File: src/sv/bec_pkg.sv
`timescale 1ns / 1ps

package bec_pkg;

  // Sizes
  localparam int SAMPLE_WIDTH      = 16;
  localparam int BANDPASS_SECTIONS = 2;
  localparam int SINE_TABLE_DEPTH  = 1024;   // power of two
  localparam int SECTION_COUNT     = BANDPASS_SECTIONS + 1;
  localparam int TAPS_PER_SEC      = 5;
  localparam int COEF_SLOTS        = SECTION_COUNT * TAPS_PER_SEC;

  localparam int SEC_W        = (SECTION_COUNT > 1) ? $clog2(SECTION_COUNT) : 1;
  localparam int SLOT_W       = $clog2(COEF_SLOTS);
  localparam int COEF_INDEX_W = 4;
  localparam int COEF_W       = 32;     // Q4.28
  localparam int COEF_FRAC    = 28;
  localparam int SIG_W        = 32;     // Q8.24
  localparam int DELAY_W      = 40;     // Q16.24
  localparam int SUM_W        = DELAY_W + 2;
  localparam int PROD_W       = 2 * COEF_W;
  localparam int RND_W        = PROD_W - COEF_FRAC;
  localparam int SINE_W       = 16;     // Q1.15
  localparam int SINE_ADDR_W  = $clog2(SINE_TABLE_DEPTH);
  localparam int PHASE_W      = 32;
  localparam int IN_SHIFT     = 25 - SAMPLE_WIDTH;
  localparam int OUT_SHIFT    = 40 - SAMPLE_WIDTH;

  // Stream word layout
  localparam int IDX_LSB    = SAMPLE_WIDTH;
  localparam int VAL_LSB    = SAMPLE_WIDTH + COEF_INDEX_W;
  localparam int IN_DATA_W  = ((VAL_LSB + COEF_W + 7) / 8) * 8;
  localparam int OUT_DATA_W = ((SAMPLE_WIDTH + 7) / 8) * 8;

  // Edges from a sample word's acceptance to the edge that samples its result
  localparam int ITEM_LATENCY = COEF_SLOTS + 3;

  localparam logic [PHASE_W-1:0] PHASE_STEP_RESET = 32'd17895697;
  localparam logic [63:0]        HALF_PI_Q30      = 64'd1686629713;

  typedef enum logic {
    OP_SAMPLE = 1'b0,
    OP_COEF   = 1'b1
  } op_t;

  // Product kinds in issue order within one section, then the carrier product
  typedef enum logic [2:0] {
    K_B0,
    K_B1,
    K_A1,
    K_B2,
    K_A2,
    K_CAR
  } kind_t;

  typedef enum logic [1:0] {
    S_IDLE,
    S_RUN,
    S_CAR,
    S_DONE
  } state_t;

  // Sequencer to datapath control
  typedef struct packed {
    logic             load;
    logic             issue;
    logic [SEC_W-1:0] sec;
    kind_t            kind;
  } ctl_t;

  typedef logic signed [SINE_W-1:0] sine_tab_t [SINE_TABLE_DEPTH];

  // Quarter-wave Taylor series in Q2.30, scaled to 32767
  function automatic sine_tab_t build_sine();
    sine_tab_t          tab;
    logic [63:0]        p;
    logic [63:0]        r;
    logic [63:0]        x;
    logic [63:0]        x2;
    logic [63:0]        t;
    logic signed [63:0] sum;
    logic signed [63:0] v;
    logic [1:0]         q;
    int                 k;
    for (k = 0; k < SINE_TABLE_DEPTH; k++) begin
      p = (64'(k) << 32) / SINE_TABLE_DEPTH;
      q = p[31:30];
      r = p & 64'h3FFF_FFFF;
      if (q[0]) r = 64'h4000_0000 - r;
      x   = (r * HALF_PI_Q30) >> 30;
      x2  = (x * x) >> 30;
      t   = x;
      sum = $signed(x);
      t   = ((t * x2) >> 30) / 64'd6;
      sum = sum - $signed(t);
      t   = ((t * x2) >> 30) / 64'd20;
      sum = sum + $signed(t);
      t   = ((t * x2) >> 30) / 64'd42;
      sum = sum - $signed(t);
      t   = ((t * x2) >> 30) / 64'd72;
      sum = sum + $signed(t);
      t   = ((t * x2) >> 30) / 64'd110;
      sum = sum - $signed(t);
      t   = ((t * x2) >> 30) / 64'd156;
      sum = sum + $signed(t);
      if (sum < 0) sum = 0;
      if (sum > 64'sd1073741824) sum = 64'sd1073741824;
      v = (sum * 64'sd32767 + 64'sd536870912) >>> 30;
      if (v > 64'sd32767) v = 64'sd32767;
      tab[k] = q[1] ? SINE_W'(-v) : SINE_W'(v);
    end
    return tab;
  endfunction

endpackage

File: src/sv/bec_mac.sv
`timescale 1ns / 1ps

module bec_mac
  import bec_pkg::*;
(
  input  logic                           clk,
  input  logic                           rst,
  input  ctl_t                           ctl,
  input  logic signed [SAMPLE_WIDTH-1:0] sample,
  input  logic signed [COEF_W-1:0]       coef,
  input  logic signed [SINE_W-1:0]       sine,
  output logic signed [SAMPLE_WIDTH-1:0] result
);

  localparam logic signed [PROD_W-1:0] ROUND_COEF = PROD_W'(1) <<< (COEF_FRAC - 1);
  localparam logic signed [PROD_W-1:0] ROUND_OUT  = PROD_W'(1) <<< (OUT_SHIFT - 1);
  localparam logic signed [PROD_W-1:0] OUT_MAX    = (PROD_W'(1) <<< (SAMPLE_WIDTH - 1)) - 1;
  localparam logic signed [PROD_W-1:0] OUT_MIN    = -OUT_MAX - 1;
  localparam logic signed [SUM_W-1:0]  SIG_MAX    = (SUM_W'(1) <<< (SIG_W - 1)) - 1;
  localparam logic signed [SUM_W-1:0]  SIG_MIN    = -SIG_MAX - 1;
  localparam logic signed [SUM_W-1:0]  DLY_MAX    = (SUM_W'(1) <<< (DELAY_W - 1)) - 1;
  localparam logic signed [SUM_W-1:0]  DLY_MIN    = -DLY_MAX - 1;
  localparam logic signed [SIG_W-1:0]  SIG_TOP    = {1'b0, {(SIG_W - 1){1'b1}}};

  function automatic logic signed [SIG_W-1:0] sat_sig(input logic signed [SUM_W-1:0] v);
    if (v > SIG_MAX)      return SIG_MAX[SIG_W-1:0];
    else if (v < SIG_MIN) return SIG_MIN[SIG_W-1:0];
    else                  return v[SIG_W-1:0];
  endfunction

  function automatic logic signed [DELAY_W-1:0] sat_dly(input logic signed [SUM_W-1:0] v);
    if (v > DLY_MAX)      return DLY_MAX[DELAY_W-1:0];
    else if (v < DLY_MIN) return DLY_MIN[DELAY_W-1:0];
    else                  return v[DELAY_W-1:0];
  endfunction

  logic signed [DELAY_W-1:0] z1 [SECTION_COUNT];
  logic signed [DELAY_W-1:0] z2 [SECTION_COUNT];
  logic signed [SIG_W-1:0]   xin;
  logic signed [SIG_W-1:0]   yreg;
  logic signed [RND_W-1:0]   t_q;
  logic signed [PROD_W-1:0]  prod;
  logic                      acc_valid;
  kind_t                     acc_kind;
  logic [SEC_W-1:0]          acc_sec;

  logic signed [SIG_W-1:0]   sample_x;
  logic signed [SIG_W-1:0]   y_rect;
  logic signed [SIG_W-1:0]   sec_input;
  logic signed [SIG_W-1:0]   cur_x;
  logic signed [COEF_W-1:0]  op_a;
  logic signed [SIG_W-1:0]   op_b;
  logic signed [PROD_W-1:0]  rnd_full;
  logic signed [RND_W-1:0]   rnd;
  logic signed [SUM_W-1:0]   y_sum;
  logic signed [SUM_W-1:0]   z1_sum;
  logic signed [SUM_W-1:0]   z2_sum;
  logic signed [PROD_W-1:0]  out_full;

  // Select multiplier operands
  always_comb begin
    sample_x = {{(SIG_W - SAMPLE_WIDTH - IN_SHIFT){sample[SAMPLE_WIDTH-1]}},
                sample, {IN_SHIFT{1'b0}}};
    if (!yreg[SIG_W-1])         y_rect = yreg;
    else if (yreg == -SIG_TOP - 1) y_rect = SIG_TOP;
    else                        y_rect = -yreg;
    if (ctl.sec == '0)                            sec_input = xin;
    else if (ctl.sec == SEC_W'(BANDPASS_SECTIONS)) sec_input = y_rect;
    else                                          sec_input = yreg;
    cur_x = (ctl.kind == K_B0) ? sec_input : xin;
    unique case (ctl.kind)
      K_B0, K_B1, K_B2: begin
        op_a = coef;
        op_b = cur_x;
      end
      K_A1, K_A2: begin
        op_a = coef;
        op_b = yreg;
      end
      default: begin
        op_a = {{(COEF_W - SINE_W){sine[SINE_W-1]}}, sine};
        op_b = yreg;
      end
    endcase
  end

  // Round the registered product, form section sums and the saturated output sample
  always_comb begin
    rnd_full = (prod + ROUND_COEF) >>> COEF_FRAC;
    rnd      = rnd_full[RND_W-1:0];
    y_sum    = SUM_W'(rnd) + SUM_W'(z1[acc_sec]);
    z1_sum   = SUM_W'(t_q) - SUM_W'(rnd) + SUM_W'(z2[acc_sec]);
    z2_sum   = SUM_W'(t_q) - SUM_W'(rnd);
    out_full = (prod + ROUND_OUT) >>> OUT_SHIFT;
    if (out_full > OUT_MAX)      result = OUT_MAX[SAMPLE_WIDTH-1:0];
    else if (out_full < OUT_MIN) result = OUT_MIN[SAMPLE_WIDTH-1:0];
    else                         result = out_full[SAMPLE_WIDTH-1:0];
  end

  // Update delay state
  always_ff @(posedge clk) begin
    if (rst) begin
      z1        <= '{default: '0};
      z2        <= '{default: '0};
      acc_valid <= 1'b0;
    end else begin
      acc_valid <= ctl.issue;
      if (acc_valid) begin
        unique case (acc_kind)
          K_A1:    z1[acc_sec] <= sat_dly(z1_sum);
          K_A2:    z2[acc_sec] <= sat_dly(z2_sum);
          default: ;
        endcase
      end
    end
  end

  // Multiply, latch section input, hold partial sums
  always_ff @(posedge clk) begin
    if (ctl.load) xin <= sample_x;
    else if (ctl.issue && (ctl.kind == K_B0)) xin <= cur_x;
    if (ctl.issue) begin
      prod     <= op_a * op_b;
      acc_kind <= ctl.kind;
      acc_sec  <= ctl.sec;
    end
    if (acc_valid) begin
      unique case (acc_kind)
        K_B0:       yreg <= sat_sig(y_sum);
        K_B1, K_B2: t_q  <= rnd;
        default:    ;
      endcase
    end
  end

endmodule

File: config.mk
export PLATFORM = sky130hd
export DESIGN_NAME = bec_mac
export DESIGN_NICKNAME = d
export VERILOG_FILES = /design/src/sv/bec_pkg.sv /design/src/sv/bec_mac.sv
export SDC_FILE = /design/constraint.sdc
export NUM_CORES = 2
export LEC_CHECK = 0
export BUFFER_PORTS_ARGS = -buffer_cell sky130_fd_sc_hd__buf_4
export CORE_MARGIN = 2
export CORE_UTILIZATION = 40
export CTS_BUF_LIST = sky130_fd_sc_hd__clkbuf_8
export DETAILED_ROUTE_END_ITERATION = 10
export HOLD_SLACK_MARGIN = 0.1
export PLACE_DENSITY_LB_ADDON = 0.12
export SETUP_SLACK_MARGIN = 0.05
export SYNTH_ARGS = -nofsm -noshare
export SYNTH_HDL_FRONTEND = slang
export SYNTH_SLANG_ARGS = --single-unit
File: constraint.sdc
create_clock -name clk -period 14.05 [get_ports clk]
set_input_delay 3.5125 -clock clk [delete_from_list [all_inputs] [get_ports clk]]
set_output_delay 3.5125 -clock clk [all_outputs]
set_load 0.01 [all_outputs]
==> results.sh <==
export IMPL_cap_violations=0
export IMPL_tightest_slew_ns=1.192
export IMPL_grt_max_degree=91
export IMPL_io_buffers=88
export IMPL_nets=8384
export IMPL_wl_per_cell_um=22.88
export IMPL_hold_path_class="flop to flop"
export IMPL_cts_sinks=381
export IMPL_syn_area_um2=59310
export IMPL_firstDrtPassIters=7
export IMPL_clk_path_buf_depth=3
export IMPL_dp_cells=8784
export IMPL_final_common_cell="nand2_1"
export IMPL_clkTransAtPathRegs_ns=0.06
export IMPL_cts_inserted_buffers=74
export IMPL_synthCells=6915
export IMPL_dp_hpwl_mm=165.3
export IMPL_slowest_stage="or4b_4"
export IMPL_nFillCells=14950
export IMPL_setup_viol=0
export IMPL_synth_area_leaders="fa_1 37%, dfxtp_1 8.2%, nand2_1 7.8%"
export IMPL_grt_overflow=0
export IMPL_cp_end_kind="flop"
export IMPL_fin_worst_skew_ns=0.05297
export IMPL_dieArea_um2=151400
export IMPL_arrival_ns=13.79
export IMPL_synth_seq_cells=381
export IMPL_synth_edf_count=137
export IMPL_period_needed_ns=13.39
export IMPL_grt_pass1_vias=49710
export IMPL_area_growth_pct=8.453
export IMPL_design_core_area_um2=147500
export IMPL_drc=0
export IMPL_ant_nets=0
export IMPL_vias=47880
export IMPL_slew_viol_final=0
export IMPL_synthFlopType="dfxtp_1"
export IMPL_ctsResizeCount=0
export IMPL_worstPathMaxFanout=24
export IMPL_postCtsSetupBuffers=0
export IMPL_antenna_found_initial=7
export IMPL_final_cells=8922
export IMPL_dieWidth_um=389.1
export IMPL_drive_gt1_share_pct=7.168
export IMPL_grtUsageTotal_pct=27.40
export IMPL_layout_common_cells="1226 x nand2_1, 1214 x inv_1, 1085 x fa_1"
export IMPL_async_flop_share_pct=0
export IMPL_synth_top_area_share_pct=36.62
export IMPL_die_h_um=389.1
export IMPL_hold_buffers=0
export IMPL_timing_worst_setup_path_type="input pin to flop"
export IMPL_ys_seq_area_share_pct=15.17
export IMPL_rsz0062_at_grt="false"
export IMPL_outcome="completed"
export IMPL_cts_root_buf="clkbuf_8"
export IMPL_grt_pass1_wl_mm=313.3
export IMPL_synth_top_area_cell="fa_1"
export IMPL_avgSynthCellArea_um2=8.577
export IMPL_clk_latency_ns=0.70
export IMPL_finalSetupTns_ns=0
export IMPL_std_cell_rows=141
export IMPL_hold_viol=0
export IMPL_cts_tree="built"
export IMPL_required_ns=14.45
export IMPL_drtIter0Drc=3664
export IMPL_max_freq_ghz=0.07471
export IMPL_ys_types=113
export IMPL_path_buf_inv=7
export IMPL_critPathLaunchType="input pin"
export IMPL_cts_htree_levels=3
export IMPL_period_share_pct=95.27
export IMPL_critPathTopFamily="adder cells"
export IMPL_max_stage_delay_ns=0.62
export IMPL_synth_nets=8369
export IMPL_gp_congestion=0.9334
export IMPL_ios=89
export IMPL_drt_total_wl_mm=204.1
export IMPL_initial_core_util_pct=40.22
export IMPL_cp_common_cell="fa_1"
export IMPL_viasPerCell=5.366
export IMPL_worst_slew_margin_rel_pct=19.97
export IMPL_yosys_warnings=0
final cells by class:
type	count	area [um2]	area share (%)
diodes	3	7.507	0.01167
well taps	1930	2415	3.754
inverters	1190	4467	6.944
repair buffers	278	2187	3.400
multi-input cells	5005	44750	69.57
flip-flops and latches	381	8999	13.99
clock inverters	52	359.1	0.5582
clock buffers	83	1142	1.776
per-stage QoR:
| step | instance area [um2] | setup slack [ns] | utilization (%) | hold WS (ns) |
|---|---|---|---|---|
| 6_report | 64330 | 0.6643 | 43.61 | 0.4475 |
| 5_1_grt | 64320 | 0.4083 | 43.61 | 0.4668 |
| 4_1_cts | 64320 | 0.8413 | 43.61 | 0.4490 |
| 3_5_place_dp | 62820 | 0.1225 | 42.59 | 0.4408 |
| 2_1_floorplan | 59310 | 1.372 | - | 0.4244 |
| 3_3_place_gp | 62820 | 0.2707 | 42.59 | 0.4328 |
layer usage:
| metal | GRT usage (%) | wire (um) | vias up |
|---|---|---|---|
| li1 | - | - | 21680 |
| met1 | 38.18 | 90460 | 24260 |
| met2 | 43.26 | 91720 | 1588 |
| met3 | 4.547 | 13950 | 346 |
| met4 | 9.302 | 7943 | 6 |
| met5 | 0 | 44 | - |
sequential cells by signal, indices dropped and copies added, names as in the netlist:
register and count:
acc_kind 3, acc_valid 1, z1 120, yreg 32, z2 114, prod 41
t_q 36, xin 32, acc_sec 2
Yosys cell counts (24+ instances only):
master	n
and2_1	32
nor3_1	36
inv_1	1189
buf_2	28
a22o_1	24
nand3_1	44
nand4_1	50
fa_1	1085
o21a_1	30
ha_1	296
edfxtp_1	137
mux2i_1	116
nand2b_1	24
a21o_1	106
nand2_1	1229
nor2b_1	24
o21ai_0	350
xnor2_1	133
a21oi_1	341
o21bai_1	25
a211oi_1	42
nor2_1	614
clkbuf_1	282
dfxtp_1	244
buf_1	24
xor2_1	93
a31oi_1	34
worst register-to-register path, delay by kind of cell (launching register included):
kind                       cells  cell delay (ns)
DFF                            1             0.62
AOI/OAI and AO/OA              9             2.46
xor gates and xnor gates       1             0.16
adders and majority gates      9             4.28
and+or+nand+nor               13             3.57
buffers and inverters          6             0.50
cells by family (layout without fill, tap and decap cells):
family,count (synthesis),count (layout),synth area share (%)
AOI/OAI and AO/OA,1100,1100,11.33
xor gates and xnor gates,227,227,3.365
adders and majority gates,1381,1381,42.87
buffers and inverters,1529,1603,9.754
DFF,381,381,15.17
muxes,140,140,2.420
other,0,3,0
and+or+nand+nor,2157,2157,15.10
final timing paths:
| check | cells after the start | slack, ns | from | endpoint |
|---|---|---|---|---|
| hold reg to reg | 2 | 0.45 | z1[107]$_SDFFE_PP0P_ | z1[107]$_SDFFE_PP0P_ |
| setup / recovery | 33 | 0.66 | ctl[3] | prod[57]$_DFFE_PP_ |
| hold / removal | 2 | 0.45 | z1[107]$_SDFFE_PP0P_ | z1[107]$_SDFFE_PP0P_ |
| setup reg to reg | 38 | 2.24 | yreg[20]$_SDFFCE_PN1P_ | prod[57]$_DFFE_PP_ |
Power is not shown: default switching activity piles up to over one toggle a cycle in this logic, so the estimate is an artifact.
