`src/sv/bec_pkg.sv`:
```
`timescale 1ns / 1ps

package bec_pkg;

  // Sizes
  localparam int SAMPLE_WIDTH      = 16;
  localparam int BANDPASS_SECTIONS = 2;
  localparam int SINE_TABLE_DEPTH  = 1024;   // power of two
  localparam int SECTION_COUNT     = BANDPASS_SECTIONS + 1;
  localparam int TAPS_PER_SEC      = 5;
  localparam int COEF_SLOTS        = SECTION_COUNT * TAPS_PER_SEC;

  localparam int SEC_W        = (SECTION_COUNT > 1) ? $clog2(SECTION_COUNT) : 1;
  localparam int SLOT_W       = $clog2(COEF_SLOTS);
  localparam int COEF_INDEX_W = 4;
  localparam int COEF_W       = 32;     // Q4.28
  localparam int COEF_FRAC    = 28;
  localparam int SIG_W        = 32;     // Q8.24
  localparam int DELAY_W      = 40;     // Q16.24
  localparam int SUM_W        = DELAY_W + 2;
  localparam int PROD_W       = 2 * COEF_W;
  localparam int RND_W        = PROD_W - COEF_FRAC;
  localparam int SINE_W       = 16;     // Q1.15
  localparam int SINE_ADDR_W  = $clog2(SINE_TABLE_DEPTH);
  localparam int PHASE_W      = 32;
  localparam int IN_SHIFT     = 25 - SAMPLE_WIDTH;
  localparam int OUT_SHIFT    = 40 - SAMPLE_WIDTH;

  // Stream word layout
  localparam int IDX_LSB    = SAMPLE_WIDTH;
  localparam int VAL_LSB    = SAMPLE_WIDTH + COEF_INDEX_W;
  localparam int IN_DATA_W  = ((VAL_LSB + COEF_W + 7) / 8) * 8;
  localparam int OUT_DATA_W = ((SAMPLE_WIDTH + 7) / 8) * 8;

  // Edges from a sample word's acceptance to the edge that samples its result
  localparam int ITEM_LATENCY = COEF_SLOTS + 3;

  localparam logic [PHASE_W-1:0] PHASE_STEP_RESET = 32'd17895697;
  localparam logic [63:0]        HALF_PI_Q30      = 64'd1686629713;

  typedef enum logic {
    OP_SAMPLE = 1'b0,
    OP_COEF   = 1'b1
  } op_t;

  // Product kinds in issue order within one section, then the carrier product
  typedef enum logic [2:0] {
    K_B0,
    K_B1,
    K_A1,
    K_B2,
    K_A2,
    K_CAR
  } kind_t;

  typedef enum logic [1:0] {
    S_IDLE,
    S_RUN,
    S_CAR,
    S_DONE
  } state_t;

  // Sequencer to datapath control
  typedef struct packed {
    logic             load;
    logic             issue;
    logic [SEC_W-1:0] sec;
    kind_t            kind;
  } ctl_t;

  typedef logic signed [SINE_W-1:0] sine_tab_t [SINE_TABLE_DEPTH];

  // Quarter-wave Taylor series in Q2.30, scaled to 32767
  function automatic sine_tab_t build_sine();
    sine_tab_t          tab;
    logic [63:0]        p;
    logic [63:0]        r;
    logic [63:0]        x;
    logic [63:0]        x2;
    logic [63:0]        t;
    logic signed [63:0] sum;
    logic signed [63:0] v;
    logic [1:0]         q;
    int                 k;
    for (k = 0; k < SINE_TABLE_DEPTH; k++) begin
      p = (64'(k) << 32) / SINE_TABLE_DEPTH;
      q = p[31:30];
      r = p & 64'h3FFF_FFFF;
      if (q[0]) r = 64'h4000_0000 - r;
      x   = (r * HALF_PI_Q30) >> 30;
      x2  = (x * x) >> 30;
      t   = x;
      sum = $signed(x);
      t   = ((t * x2) >> 30) / 64'd6;
      sum = sum - $signed(t);
      t   = ((t * x2) >> 30) / 64'd20;
      sum = sum + $signed(t);
      t   = ((t * x2) >> 30) / 64'd42;
      sum = sum - $signed(t);
      t   = ((t * x2) >> 30) / 64'd72;
      sum = sum + $signed(t);
      t   = ((t * x2) >> 30) / 64'd110;
      sum = sum - $signed(t);
      t   = ((t * x2) >> 30) / 64'd156;
      sum = sum + $signed(t);
      if (sum < 0) sum = 0;
      if (sum > 64'sd1073741824) sum = 64'sd1073741824;
      v = (sum * 64'sd32767 + 64'sd536870912) >>> 30;
      if (v > 64'sd32767) v = 64'sd32767;
      tab[k] = q[1] ? SINE_W'(-v) : SINE_W'(v);
    end
    return tab;
  endfunction

endpackage

```
`src/sv/bec_coef_bank.sv`:
```
`timescale 1ns / 1ps

module bec_coef_bank
  import bec_pkg::*;
(
  input  logic                     clk,
  input  logic                     rst,
  input  logic                     wr_en,
  input  logic [COEF_INDEX_W-1:0]  wr_index,
  input  logic [COEF_W-1:0]        wr_data,
  input  ctl_t                     ctl,
  output logic signed [COEF_W-1:0] rd_data
);

  logic [COEF_W-1:0] coef [COEF_SLOTS];
  logic [SLOT_W-1:0] tap_off;
  logic [SLOT_W-1:0] rd_slot;

  // Map product kind to its tap within a section (b0 b1 b2 a1 a2)
  always_comb begin
    unique case (ctl.kind)
      K_B0:    tap_off = SLOT_W'(0);
      K_B1:    tap_off = SLOT_W'(1);
      K_B2:    tap_off = SLOT_W'(2);
      K_A1:    tap_off = SLOT_W'(3);
      K_A2:    tap_off = SLOT_W'(4);
      default: tap_off = SLOT_W'(0);
    endcase
    rd_slot = SLOT_W'(32'(ctl.sec) * TAPS_PER_SEC + 32'(tap_off));
    rd_data = $signed(coef[rd_slot]);
  end

  // Load one coefficient; drop writes beyond the table
  always_ff @(posedge clk) begin
    if (rst) begin
      coef <= '{default: '0};
    end else if (wr_en && (32'(wr_index) < COEF_SLOTS)) begin
      coef[SLOT_W'(wr_index)] <= wr_data;
    end
  end

endmodule

```
`config.mk`:
```
export PLATFORM = sky130hd
export DESIGN_NAME = bec_coef_bank
export DESIGN_NICKNAME = d
export VERILOG_FILES = /design/src/sv/bec_pkg.sv /design/src/sv/bec_coef_bank.sv
export SDC_FILE = /design/constraint.sdc
export NUM_CORES = 1
export LEC_CHECK = 0
export BUFFER_PORTS_ARGS = -buffer_cell sky130_fd_sc_hd__buf_4
export CAP_MARGIN = 15
export CORE_AREA = 2 2 149 260
export DETAILED_ROUTE_END_ITERATION = 10
export DIE_AREA = 0 0 151 262
export PLACE_DENSITY = 0.75
export SYNTH_ARGS = -nofsm -noshare
export SYNTH_HDL_FRONTEND = slang
export SYNTH_SLANG_ARGS = --single-unit
```
`constraint.sdc`:
```
create_clock -name clk -period 2.7 [get_ports clk]
set_clock_uncertainty 0.05 [all_clocks]
set_input_delay 0.27 -clock clk [delete_from_list [all_inputs] [get_ports clk]]
set_output_delay 0.27 -clock clk [all_outputs]
set_load 0.02 [all_outputs]
```
==> metrics.csv, run 1 <==
stage;metric;value;unit
clock_network;clk_pin_slew_worst_paths;70;ps
worst_setup_path;crit_cells;13;
worst_setup_path;critPathSlowestCell;fa_2;
die;core_area;37400;sq um
timing;setup_viol;32;
power;ir_worst_vdd;0.518;mV
synth;synthesis.nets;2544;
worst_setup_path;worstPathRequired;2380;ps
placement;place_hpwl;40100;um
worst_setup_path;critical_path.top_delay_family;buffers and inverters;
timing;drv_slew;0;
hold_path;holdPathStages;3;
synth;synth_top_cell_by_area;dfxtp_1;
global_route;grt_pass1_vias;18400;
die;start_util;54.2;%
synth;ys_warn_count;0;
synth;ys_types;29;
detailed_routing;routed_wl;65300;um
hold_path;worst_hold_path_type;in -> reg;
timing;grt_setup_unrepaired;true;
timing;fin_crit_sh;112;%
synth;synth_area_per_cell;8.14;sq um
worst_setup_path;rrSetupSlack;1970;ps
hold_path;holdCritStartpoint;wr_data[27];
synth;yosysSeqAreaShare;47.4;%
global_route;grt_max_degree;102;
layout;top_register;coef;
placement;numPortBuffers;75;
worst_setup_path;start_kind;input pin;
clock_network;cts-root-buf;clkbuf_16;
detailed_routing;first_pass_iters;6;
worst_setup_path;crit_type;in -> out;
timing;hold_viol;0;
die;die-height;262;um
worst_setup_path;reg2reg_depth;2;
layout;reg_top3;coef: 480 flops;
layout;largest_reg_flops;480;
power;powerDensity;672;nW/um^2
clock_network;htree_levels;2;
worst_setup_path;crit_top_cell;ha_4;
global_route;grt_pass1_wl;100000;um
layout;nNetsFinal;2573;
hold_path;hold_path_end;coef[27];
worst_setup_path;crit_buf_inv;4;
layout;syn2layout_area_growth;18.5;%
run_status;violations;negative setup slack;
timing;slew_headroom;50.3;%
job;drv_cap;0;
layout;seqCellArea;9610;sq um
timing;worst_pin_slew;743;ps
detailed_routing;num_vias;18500;
detailed_routing;drcViolationCount;0;
detailed_routing;post_drt_wl_per_cell;21.5;um
clock_network;clk_latency;540;ps
synth;synth_flop_cell;dfxtp_1;
die;io_pins;78;
synth;syn-cell-area;20300;sq um
global_route;grt-ovfl-total;0;
timing;min_period;3020;ps
synth;post-synth-top-area-fraction;47.4;%
detailed_routing;ant_nets;0;
synth;synthTopCellsByArea;dfxtp_1 (47%), nand2_1 (18%), a21oi_1 (13%);
placement;placed_cells;2923;
layout;layoutNonFillerInstCount;3036;
worst_setup_path;end_kind;output port;
detailed_routing;via_per_inst;6.09;
global_route;antenna_found_initial;0;
worst_setup_path;r2r-start;coef[317];
clock_network;cts_tree;done;
timing;setup_slack;-316;ps
global_route;grt.total_usage;32.8;%
timing;setup_tns;-7400;ps
layout;fin_util;64.3;%
timing;max_clock_freq;332;MHz
die;die_area;39600;sq um
clock_network;cts_inserted_buffers;42;
synth;synth_most_common_cell;nand2_1;
placement;routabilityCongestion;0.859;
synth;ys_ff_latch;480;
layout;num-fill-cells;3055;
synth;postSynthCellCount;2493;
clock_network;cts_buffer_depth;3;
worst_setup_path;critPathMaxFanout;6;
run_status;status;finished with violations;
power;cellLeakagePower;8.10;nW
worst_setup_path;worstReg2RegEnd;coef[317];
synth;synth_common_cells;nand2_1 (972), a21oi_1 (512), dfxtp_1 (480);
worst_setup_path;path_cells;buf_8, xnor2_2, nor2_2, ha_4, ha_4, inv_2, fa_2, xor3_2, nand2_4, bufbuf_16, o22ai_1, a211oi_2, buf_4;
synth;async_flop_share;0;%
layout;drive_gt1_share;17.1;%
worst_setup_path;critPathArrivalTime;2700;ps
die;num_rows;94;
clock_network;cts_num_sinks;480;
detailed_routing;drt_iter0_markers;1902;
die;dieWidth;151;um
worst_setup_path;slowest_delay;370;ps
layout;multi_input_area;10200;sq um
synth;synth_edf_count;0;
-- cell type report --
type | instances | area share, %
multi-input combinational | 1786 | 42.4
sequential | 480 | 40.0
timing repair buffer | 208 | 8.98
clock buffer | 62 | 5.19
tap | 480 | 2.50
clock inverter | 15 | 0.880
inverter | 4 | 0.0625
antenna | 1 | 0.0104
-- report_power, final --
group	switching, mW	internal [mW]	leakage (nW)
Sequential	0.0446	7.17	3.87
Clock	2.72	3.70	0.724
Combinational	1.47	1.06	3.50
-- per-stage QoR --
step | area [sq um] | total power, mW | hold WS (ps) | setup WS, ps
final | 24000 | 16.2 | 10.9 | -316
after global routing | 24000 | 16.6 | 11.0 | -343
after CTS | 23900 | 16.1 | 2.30 | -258
after detailed placement | 21800 | 9.56 | 393 | -350
after global placement | 21800 | 9.51 | 388 | -290
after floorplan | 20400 | 8.67 | 356 | 15.4
-- cell usage in the layout (no fill, tap or decap), types with 3 or more instances in the layout --
cell type	instances
inv_1	3
o22ai_2	6
dfxtp_1	480
buf_6	3
o22ai_4	7
clkbuf_16	44
nand3_1	4
buf_16	3
clkbuf_1	9
buf_12	30
nor2_4	7
clkbuf_8	10
bufinv_16	5
nand2_1	970
a211oi_2	32
dlygate4sd3_1	24
buf_8	3
nor3_2	3
nor2_1	52
a21oi_1	512
nand2b_1	4
buf_4	142
nor2_2	19
o22ai_1	19
mux2i_1	32
clkinv_2	7
ha_4	3
mux4_2	96
-- routing by layer --
metal / vias up / part of all wire, % / global-route usage [%]
met4: 0 / 6.0 / 19.5
met5: - / 0 / 0
met3: 288 / 9.0 / 6.01
li1: 8391 / - / -
met1: 8762 / 35 / 37.6
met2: 1043 / 50 / 56.8
-- worst max path at each step --
stage	end	slack, ps	from
floorplan	rd_data[0]	20	ctl[1]
global placement	rd_data[13]	-290	ctl[1]
detailed placement	rd_data[31]	-350	ctl[1]
CTS	rd_data[31]	-260	ctl[1]
global route	rd_data[31]	-340	ctl[1]
finish	rd_data[31]	-320	ctl[1]
-- worst min-delay path, cell delays in order --
cell and delay (ps):
buf_4 170, nand2_1 70, a21oi_1 50
-- timing repair --
action | CTS | global route
setup endpoints to repair | 32 | 32
gates cloned | 5 | 1
pin swaps | 12 | 8
gates resized for setup | 41 | 22
setup buffers | 1 | 4
endpoints found under the hold margin | 185 | 0
hold buffers | 24 | 0
-- cells by family after synthesis --
logic type               after synthesis  synth area share (%)
multiplexers                         128                  12.2
flip-flops                           480                  47.4
XOR/XNOR                               2                 0.160
AO/OA/AOI/OAI                        576                  14.8
adder cells (fa/ha/maj)                5                 0.345
buffers and inverters                227                  4.80
AND/OR/NAND/NOR                     1075                  20.3
Note: power is estimated with default switching activity, not from simulation.
==> run 2: changes to the inputs <==
--- a/config.mk
+++ b/config.mk
@@ -11,6 +11,7 @@
 export DETAILED_ROUTE_END_ITERATION = 10
 export DIE_AREA = 0 0 151 262
 export PLACE_DENSITY = 0.75
+export SETUP_SLACK_MARGIN = 0.3
 export SYNTH_ARGS = -nofsm -noshare
 export SYNTH_HDL_FRONTEND = slang
 export SYNTH_SLANG_ARGS = --single-unit
==> constraint.sdc (replaced) <==
create_clock -name clk -period 2.7 [get_ports clk]
set_clock_uncertainty 0.05 [all_clocks]
set_input_delay 0.54 -clock clk [delete_from_list [all_inputs] [get_ports clk]]
set_output_delay 0.54 -clock clk [all_outputs]
set_load 0.02 [all_outputs]
==> metrics.csv, run 2 (same netlist as run 1, synthesis figures left out) <==
stage;metric;value;unit;change
layout;largest_reg_flops;480;;unchanged
timing;min_period;3460;ps;was 3020 ps
global_route;busiest_layer;met2;;unchanged
timing;fin_crit_sh;128;%;was 112%
worst_setup_path;start_kind;input pin;;unchanged
worst_setup_path;rrSetupSlack;1970;ps;about the same
worst_setup_path;end_kind;output port;;unchanged
worst_setup_path;crit_start;ctl[1];;unchanged
clock_network;clk_latency;550;ps;was 540 ps
placement;routabilityCongestion;0.922;;was 0.859
run_status;status;finished with violations;;unchanged
die;die_area;39600;sq um;unchanged
placement;numPortBuffers;75;;unchanged
layout;syn2layout_area_growth;18.5;%;about the same
clock_network;cts_tree;done;;unchanged
die;start_util;54.2;%;unchanged
layout;top_register;coef;;unchanged
worst_setup_path;worstPathRequired;2110;ps;was 2380 ps
placement;place_area;22200;sq um;was 21800 sq um
worst_setup_path;worstReg2RegEnd;coef[475];;was coef[317]
job;drv_cap;0;;unchanged
layout;layout_common_cells;nand2_1 (970), a21oi_1 (511), dfxtp_1 (480), buf_4 (148), mux4_2 (96);;was nand2_1 (970), a21oi_1 (512), dfxtp_1 (480), buf_4 (142), mux4_2 (96)
global_route;grt-ovfl-total;0;;unchanged
detailed_routing;post_drt_wl_per_cell;22.7;um;was 21.5 um
die;io_pins;78;;unchanged
detailed_routing;drcViolationCount;0;;unchanged
power;ir_worst_vdd;0.661;mV;was 0.518 mV
layout;design_area;24000;sq um;about the same
detailed_routing;routed_wl;68800;um;was 65300 um
layout;num-fill-cells;3034;;was 3055
hold_path;worst_hold_path_type;in -> reg;;unchanged
clock_network;cts_num_sinks;480;;unchanged
power;cellLeakagePower;8.10;nW;about the same
worst_setup_path;critPathMaxFanout;11;;was 6
global_route;grt_pass1_vias;18600;;was 18400
worst_setup_path;critPathArrivalTime;2870;ps;was 2700 ps
power;powerDensity;676;nW/um^2;was 672 nW/um^2
timing;setup_viol;32;;unchanged
die;die-height;262;um;unchanged
timing;setup_slack;-757;ps;was -316 ps
clock_network;holdBufCountCts;0;;was 24
run_status;violations;negative setup slack;;unchanged
die;dieWidth;151;um;unchanged
timing;worst_pin_slew;593;ps;was 743 ps
clock_network;cts-root-buf;clkbuf_16;;unchanged
global_route;grt_max_degree;84;;was 102
global_route;grt_use_met2;57.8;%;was 56.8%
timing;setup_tns;-21440;ps;was -7400 ps
layout;nNetsFinal;2570;;was 2573
timing;max_clock_freq;289;MHz;was 332 MHz
worst_setup_path;r2r-start;coef[475];;was coef[317]
worst_setup_path;crit_type;in -> out;;unchanged
clock_network;cts_buffer_depth;3;;unchanged
detailed_routing;via_per_inst;6.15;;was 6.09
hold_path;holdPathStages;3;;unchanged
layout;final_common_cell;nand2_1;;unchanged
placement;place_hpwl;43000;um;was 40100 um
global_route;gr-usage-met3;7.33;%;was 6.01%
worst_setup_path;reg2reg_depth;2;;unchanged
clock_network;clk_pin_slew_worst_paths;60;ps;was 70 ps
timing;drv_slew;0;;unchanged
detailed_routing;first_pass_iters;6;;unchanged
clock_network;cts_inserted_buffers;45;;was 42
layout;drive_gt1_share;17.9;%;was 17.1%
detailed_routing;drt_iter0_markers;1769;;was 1902
power;p_total;16.3;mW;was 16.2 mW
worst_setup_path;setup.worst_path.end;rd_data[11];;was rd_data[31]
layout;reg_top3;coef: 480 flops;;unchanged
die;num_rows;94;;unchanged
detailed_routing;ant_nets;0;;unchanged
global_route;antenna_found_initial;2;;was 0
global_route;grt_pass1_wl;105000;um;was 100000 um
die;core_area;37400;sq um;unchanged
detailed_routing;num_vias;18600;;was 18500
timing;grt_setup_unrepaired;true;;unchanged
clock_network;htree_levels;2;;unchanged
timing;slew_headroom;60.4;%;was 50.3%
timing;hold_viol;0;;unchanged
global_route;gr-usage-met1;37.3;%;was 37.6%
global_route;grt.total_usage;35.1;%;was 32.8%
run 2: changes by cell type in the layout (fill, tap and decap cells not counted), moves of 5 or more:
cell	change
a211oi_2	-5
a211oi_4	+5
buf_12	+8
buf_4	+6
buf_6	+5
dlygate4sd3_1	-24
nor2_1	-7
o22ai_1	+9
o22ai_4	-5
run 2: cell type report:
type                    count  area, sq um  share of cell area (%)
multi-input cells        1786        10200                    42.4
flip-flops and latches    480         9610                    40.0
repair buffers            202         2120                    8.82
clock buffers              69         1370                    5.69
well taps                 480          601                    2.50
clock inverters            10          135                   0.562
inverters                   4         15.0                  0.0625
diodes                      2         5.00                  0.0208
run 2: routing by layer:
layer,up-vias,part of all wire (%)
li1,8367,-
met1,8860,32
met2,1031,49
met3,385,8.9
met4,0,10
met5,-,0
run 2: where the power goes:
group	internal, mW	leakage (nW)	switching (mW)	total, mW
Sequential	7.17	3.87	0.0446	7.22
Combinational	1.09	3.48	1.47	2.56
Clock	3.78	0.744	2.70	6.48
run 2: critical path, cell delays in order:
cell and delay (ps):
buf_8 100, nor2b_4 120, ha_4 260, ha_4 120, inv_2 30, fa_2 320, xor3_2 370, nand2_4 220
buf_12 160, o22ai_1 120, a211oi_2 290, buf_4 200
run 2: per-stage QoR:
step           instances  utilization, %  setup slack, ps  hold WS [ps]
6_report            3033            64.3             -757           263
5_1_grt             3033            64.3             -805           257
4_1_cts             3031            64.2             -740           237
3_5_place_dp        2947            59.4             -846           393
3_3_place_gp        2947            59.4             -817           388
2_1_floorplan       2493               -             -359           383
run 2: how the worst min path moves through the flow:
| stage | startpoint | endpoint | slack, ps |
|---|---|---|---|
| floorplan | coef[128] | coef[128] | 380 |
| global placement | coef[376] | coef[376] | 390 |
| detailed placement | coef[128] | coef[128] | 390 |
| CTS | wr_data[9] | coef[329] | 240 |
| global route | wr_data[9] | coef[329] | 260 |
| finish | wr_data[16] | coef[144] | 260 |
run 2: timing repair:
item / CTS / global route
buffers inserted: 2 / 0
setup endpoints to repair: 32 / 32
resized for setup: 54 / 4
pin swaps: 3 / 0
cloned: 3 / 0
